===== config.mk =====
export PLATFORM = sky130hd
export DESIGN_NAME = brs_cell
export DESIGN_NICKNAME = d
export VERILOG_FILES = /design/src/box_region_store_core_defines.svh /design/src/brs_pkg.sv /design/src/brs_cell.sv
export SDC_FILE = /design/constraint.sdc
export NUM_CORES = 1
export LEC_CHECK = 0
export BUFFER_PORTS_ARGS = -buffer_cell sky130_fd_sc_hd__buf_2
export CAP_MARGIN = 20
export CORE_AREA = 2 2 225 227
export DETAILED_ROUTE_END_ITERATION = 7
export DIE_AREA = 0 0 227 229
export SLEW_MARGIN = 20
export SYNTH_ARGS = -nofsm -noshare
export SYNTH_HDL_FRONTEND = slang
export SYNTH_SLANG_ARGS = --single-unit

===== constraint.sdc =====
create_clock -name aclk -period 6.5 [get_ports aclk]
set_clock_uncertainty 0.05 [all_clocks]
set_input_delay 0.325 -clock aclk [delete_from_list [all_inputs] [get_ports aclk]]
set_output_delay 0.325 -clock aclk [all_outputs]
set_load 0.01 [all_outputs]

===== src/box_region_store_core_defines.svh =====
// assertion macros for the box region store
`ifndef BOX_REGION_STORE_CORE_DEFINES_SVH
`define BOX_REGION_STORE_CORE_DEFINES_SVH
// concurrent check on aclk, off during reset
`define BRS_ASSERT(label, prop, msg) \
    label: assert property (@(posedge aclk) disable iff (!aresetn) (prop)) else $error(msg);
// check in the cycle after a trigger, off during reset
`define BRS_ASSERT_NEXT(label, trig, prop, msg) \
    label: assert property (@(posedge aclk) disable iff (!aresetn) (trig) |=> (prop)) \
        else $error(msg);
`endif


===== src/brs_pkg.sv =====
// shared types and constants for the box region store
package brs_pkg;
    localparam int DEF_TABLE_DEPTH = 64;
    localparam int MAX_RESULTS     = 64;
    localparam logic [31:0] ALLOC_ID = 32'hFFFF_FFFF;

    localparam logic [2:0] MODE_INSERT  = 3'd0;
    localparam logic [2:0] MODE_REMOVE  = 3'd1;
    localparam logic [2:0] MODE_POINT   = 3'd2;
    localparam logic [2:0] MODE_OVERLAP = 3'd3;
    localparam logic [2:0] MODE_CONTAIN = 3'd4;

    localparam logic [2:0] ST_OK       = 3'd0;
    localparam logic [2:0] ST_IN_USE   = 3'd1;
    localparam logic [2:0] ST_NOTFOUND = 3'd2;
    localparam logic [2:0] ST_FULL     = 3'd3;
    localparam logic [2:0] ST_NOMATCH  = 3'd4;

    typedef struct packed {
        logic [31:0]        id;
        logic signed [15:0] lx, ly, lz, hx, hy, hz;
    } box_t;

    // per-cycle command broadcast from the sequencer to every cell
    typedef struct packed {
        logic        shift;    // rotate the ring one place
        logic        append;   // write new entry into cell at count
        logic        del;      // compact: cells at/after pos take neighbour
        logic [2:0]  mode;
    } cell_ctl_t;
endpackage


===== src/brs_cell.sv =====
// one storage cell of the ring: holds one box and tests it against the query
module brs_cell (
    input  logic                aclk,
    input  brs_pkg::cell_ctl_t  ctl,
    input  logic                we,
    input  brs_pkg::box_t       wr_box,
    input  brs_pkg::box_t       nb_box,
    input  logic                take_nb,
    input  brs_pkg::box_t       q_box,
    input  logic signed [15:0]  px, py, pz,
    output brs_pkg::box_t       box_out,
    output logic                hit
);
    brs_pkg::box_t box_reg;

    always_ff @(posedge aclk) begin
        if (we) begin
            box_reg <= wr_box;
        end else if (take_nb) begin
            box_reg <= nb_box;
        end
    end

    assign box_out = box_reg;

    logic hp, ho, hc;
    always_comb begin
        hp = (box_reg.lx <= px) && (px <= box_reg.hx) && (box_reg.ly <= py) &&
             (py <= box_reg.hy) && (box_reg.lz <= pz) && (pz <= box_reg.hz);
        ho = !((q_box.lx > box_reg.hx) || (q_box.hx < box_reg.lx) ||
               (q_box.ly > box_reg.hy) || (q_box.hy < box_reg.ly) ||
               (q_box.lz > box_reg.hz) || (q_box.hz < box_reg.lz));
        hc = (q_box.lx <= box_reg.lx) && (box_reg.hx <= q_box.hx) &&
             (q_box.ly <= box_reg.ly) && (box_reg.hy <= q_box.hy) &&
             (q_box.lz <= box_reg.lz) && (box_reg.hz <= q_box.hz);
        case (ctl.mode)
            brs_pkg::MODE_POINT:   hit = hp;
            brs_pkg::MODE_OVERLAP: hit = ho;
            brs_pkg::MODE_CONTAIN: hit = hc;
            default:               hit = 1'b0;
        endcase
    end
endmodule


==> results.json, run 1 <==
{
  "dpl.hpwl_um": 40700,
  "synthesis.nets": 1940,
  "drtPass1Iterations": 5,
  "drcViolationCount": 0,
  "cts_root_buffer": "clkbuf_16",
  "fin_crit_ns": 3.82,
  "p_comb_frac": 0.331,
  "cts.path.max_buffers": 2,
  "synth_xor_area_frac": 0,
  "grtUsageTotal": 0.177,
  "post_cts_buffers": 0,
  "ys_ff_latch": 128,
  "finalWirelength_um": 46500,
  "io_pins": 570,
  "vdd_ir_drop_max_v": 0.000203,
  "final_layout_size_suffix_gt1_frac": 0.397,
  "cts_tree": "done",
  "p_int_uw": 2110,
  "place_ws_ns": 3.14,
  "largest_register_ffs": 128,
  "mostFrequentLayoutCells": "buf_2 (533), ha_1 (285), inv_1 (208), mux2_2 (128), edfxtp_1 (128)",
  "start_util": 0.247,
  "synth-main-ff-cell": "edfxtp_1",
  "cp-end-kind": "primary output",
  "worst_slew_pin_slew_ns": 0.887,
  "numCtsBuffers": 17,
  "fin_tns_setup_ns": 0,
  "final_util": 0.330,
  "synth_compound_area_frac": 0.115,
  "max_freq_ghz": 0.262,
  "synth_adder_area_share": 0.291,
  "status": "finished clean",
  "yosysTopAreaCell": "edfxtp_1",
  "dp.cells": 2410,
  "port_buffers": 534,
  "fin_ws_ns": 2.68,
  "rsz0062_at_grt": "false",
  "routedWlPerCell_um": 19.0,
  "grt_pass1_wl_um": 67400,
  "critPathArrivalTime_ns": 3.44,
  "p_switching_uw": 1120,
  "ant_nets": 0,
  "synth_top_area_frac": 0.313,
  "final_common_cell": "buf_2",
  "fp.dieW_um": 227,
  "syn_area_per_cell_sq_um": 10.1,
  "required_ns": 6.12,
  "grt_pass1_vias": 11600,
  "clk_pin_slew_ns": 0.07,
  "cts_sinks": 128,
  "swShare": 0.347,
  "vias": 11400,
  "fin_nets": 2483,
  "hp-class": "in -> reg",
  "grt_max_degree": 59,
  "cts_resized": 0,
  "synthMuxAreaShare": 0.122,
  "synthArstFlopShare": 0,
  "finalCritPeriodShare": 0.587,
  "setup_viol": 0,
  "yosys.area_share.simple": 0.0910,
  "pwr-share-seq": 0.344,
  "worstSetupStartpointType": "flop",
  "hold_buffers": 0,
  "area_growth_pct": 33.7,
  "gp_congestion": 0.944,
  "antenna_found_initial": 16,
  "p_leak_uw": 0.00835,
  "drtIter0Drc": 522,
  "slew_violations": 0,
  "yosysWarnings": 0,
  "via_per_inst": 4.64,
  "power_density_nw_per_um2": 197,
  "synth_top_family_by_area": "adder cells",
  "clkPwrFrac": 0.326,
  "relSlewSlack": 0.409,
  "crit_fanout": 3,
  "synthCells": 1214,
  "dieArea_sq_um": 52000,
  "hold_viol_final": 0,
  "critPathKind": "reg -> out",
  "htreeDepth": 4,
  "finalNonFillerCells": 2450,
  "synth_edf_count": 128,
  "core-area_sq_um": 49700,
  "ys_seq_area_frac": 0.313,
  "drv_cap": 0,
  "grt_overflow": 0,
  "die_h_um": 229,
  "synth.distinct_cells": 51,
  "std_cell_rows": 82,
  "synth_area_sq_um": 12300,
  "synthTopCellsByArea": "edfxtp_1 (31%), ha_1 (29%), mux2_2 (12%), inv_1 (6.4%), a21oi_1 (4.0%)"
}
[synth_stat cells (all sizes together) (6+ instances only)]
master   count
nand2b       6
a21o        24
mux2       128
ha         285
o21ai       38
inv        208
a2111oi      8
mux2i        6
clkbuf      13
a21oi       98
nor3        12
nor2        35
o22ai        6
nor2b       13
edfxtp     128
nand4       41
a211oi      20
o211ai      14
nand3       24
nor4         8
nand2       52
[cell families after synthesis]
| logic type | count (synthesis) |
|---|---|
| AO/OA/AOI/OAI | 229 |
| adder cells (fa/ha/maj) | 285 |
| buffers and inverters | 222 |
| flip-flops | 128 |
| multiplexers | 134 |
| AND/OR/NAND/NOR | 216 |
[area by class of cell]
class	count	area, sq um
diodes	8	20.0
clock buffers	17	425
clock inverters	15	194
fillers	5208	33200
inverters	208	781
multi-input cells	864	7600
flip-flops and latches	128	3840
well taps	672	841
repair buffers	538	2710
[per-stage QoR]
stage / total power, uW / hold WS (ns) / cell area (sq um)
after detailed placement: 2200 / 0.579 / 15800
after CTS: 3280 / 0.0444 / 16400
final: 3240 / 0.0887 / 16400
after global placement: 2170 / 0.575 / 15800
after floorplan: 1700 / 0.495 / 12300
after global routing: 3450 / 0.0562 / 16400
[routing by layer]
metal,global-route usage,part of all wire
met1,0.208,0.42
met2,0.310,0.49
met3,0.0482,0.063
met4,0.0547,0.019
met5,0,0.0030
[path summary, 6_finish.rpt]
check	from	cells past startpoint	to
max	box_out[30]	10	hit
min	nb_box[114]	2	box_out[114]
[worst max-delay path, cell delays in order, from the launching register on]
cell and delay [ns]:
edfxtp_1 0.48, inv_1 0.13, ha_1 0.33, nand4_1 0.13, or4_1 0.59, a21oi_1 0.19
a2111oi_2 0.08, mux2i_1 0.16, or4_1 0.49, o221ai_1 0.19, buf_2 0.18
[power by group through the flow]
stage	clock network, uW	registers [uW]	logic (uW)
after floorplan	0	1140	569
after global placement	0	1130	1040
after detailed placement	0	1130	1070
after CTS	1090	1110	1080
after global routing	1120	1130	1210
final	1050	1110	1070
(Power assumes the default switching activity.)
==> run 2: changes to the inputs <==
==> constraint.sdc (replaced) <==
create_clock -name aclk -period 3.8 [get_ports aclk]
set_clock_uncertainty 0.05 [all_clocks]
set_input_delay 0.19 -clock aclk [delete_from_list [all_inputs] [get_ports aclk]]
set_output_delay 0.19 -clock aclk [all_outputs]
set_load 0.01 [all_outputs]
==> results.json, run 2 (synthesis results as in run 1) <==
{
  "clk_pin_slew_ns": 0.07,
  "fin_nets": 2735,
  "area_growth_pct": 54.6,
  "hp-class": "in -> reg",
  "vdd_ir_drop_max_v": 0.000278,
  "gp_congestion": 0.957,
  "drcViolationCount": 0,
  "power_uw": 5790,
  "antenna_found_initial": 16,
  "crit_fanout": 3,
  "largest_register_ffs": 128,
  "cts.path.max_buffers": 2,
  "dieArea_sq_um": 52000,
  "finalCritPeriodShare": 0.948,
  "critPathKind": "reg -> out",
  "cts_tree": "done",
  "hold_viol_final": 0,
  "ff_latch_area_sq_um": 3840,
  "die_h_um": 229,
  "fp.dieW_um": 227,
  "cts_root_buffer": "clkbuf_16",
  "power_density_nw_per_um2": 305,
  "drtPass1Iterations": 5,
  "fin_tns_setup_ns": 0,
  "port_buffers": 534,
  "multi_input_area_sq_um": 7610,
  "final_common_cell": "buf_2",
  "slew_violations": 0,
  "core-area_sq_um": 49700,
  "setup_viol": 0,
  "routedWlPerCell_um": 18.7,
  "rsz0062_at_grt": "false",
  "met3_usage": 0.0493,
  "grt_util_met1": 0.217,
  "fillers": 4921,
  "p_leak_uw": 0.00941,
  "relSlewSlack": 0.465,
  "status": "finished clean",
  "post_cts_buffers": 0,
  "use_met2": 0.352,
  "std_cell_rows": 82,
  "worstSetupStartpointType": "flop",
  "drtIter0Drc": 436,
  "fin_crit_ns": 3.60,
  "mostFrequentLayoutCells": "buf_2 (533), ha_1 (285), dlygate4sd3_1 (253), inv_1 (208)",
  "grt_pass1_vias": 13600,
  "busiest_layer": "met2",
  "critPathArrivalTime_ns": 3.36,
  "io_pins": 570,
  "required_ns": 3.56,
  "numCtsBuffers": 17,
  "cp-end-kind": "primary output",
  "grt_max_degree": 73,
  "cts_sinks": 128,
  "via_per_inst": 4.61,
  "grtUsageTotal": 0.194,
  "vias": 12500,
  "worst_slew_pin_slew_ns": 0.803,
  "grt_pass1_wl_um": 75300,
  "htreeDepth": 4,
  "dpl.hpwl_um": 40800,
  "drv_cap": 0,
  "start_util": 0.247,
  "ant_nets": 0,
  "grt_overflow": 0,
  "final_layout_size_suffix_gt1_frac": 0.348,
  "max_freq_ghz": 0.278,
  "finalWirelength_um": 50600
}
run 2: cell types whose count changed in the layout (fill, tap and decap cells not counted), moves of 2 or more:
cell,previous run,this run
buf_4,4,1
diode_2,8,11
inv_6,5,3
dlygate4sd3_1,0,253
buf_12,0,2
inv_8,2,6
run 2: where the power goes:
part           internal (uW)  switching [uW]  total, uW
logic                   1040            1070       2110
clock network           1000             792       1790
registers               1740             152       1900
run 2: repair_timing:
item                                   in CTS  in global routing
hold buffers                              253                  0
resized for setup                           0                  2
endpoints found under the hold margin     127                  0
setup endpoints to repair                   0                  1
run 2: routing by layer:
layer	part of all wire	wire length, um
met1	0.41	20600
met2	0.50	25500
met3	0.060	3030
met4	0.027	1370
met5	0.0018	92
run 2: path summary, 6_finish.rpt:
path        start     endpoint  slack, ns  depth (start not counted)
max   box_out[30]          hit       0.20                         10
min    nb_box[47]  box_out[47]       0.05                          2
run 2: critical path, stage by stage (launching register included):
cell	delay [ns]
edfxtp_1	0.43
inv_1	0.11
ha_1	0.32
nand4_1	0.14
or4_1	0.60
a21oi_2	0.17
a2111oi_2	0.08
mux2i_1	0.17
or4_1	0.48
o221ai_1	0.18
buf_2	0.20
run 2: final cells by class:
cell class	count	area share
clock buffer	17	0.0224
tap	672	0.0443
clock inverter	15	0.0102
multi-input combinational	864	0.401
sequential	128	0.203
inverter	208	0.0411
antenna	11	0.00145
timing repair buffer	790	0.277
run 2: per-stage QoR:
stage / util / hold slack, ns / cell area (sq um) / instances / setup slack, ns
global route: 0.382 / 0.0416 / 19000 / 2700 / 0.000274
finish: 0.382 / 0.0518 / 19000 / 2705 / 0.199
detailed placement: 0.318 / 0.444 / 15800 / 2409 / 0.683
global placement: 0.318 / 0.441 / 15800 / 2409 / 0.759
floorplan: - / 0.360 / 12300 / 1214 / 0.783
CTS: 0.381 / 0.00913 / 18900 / 2694 / 0.124
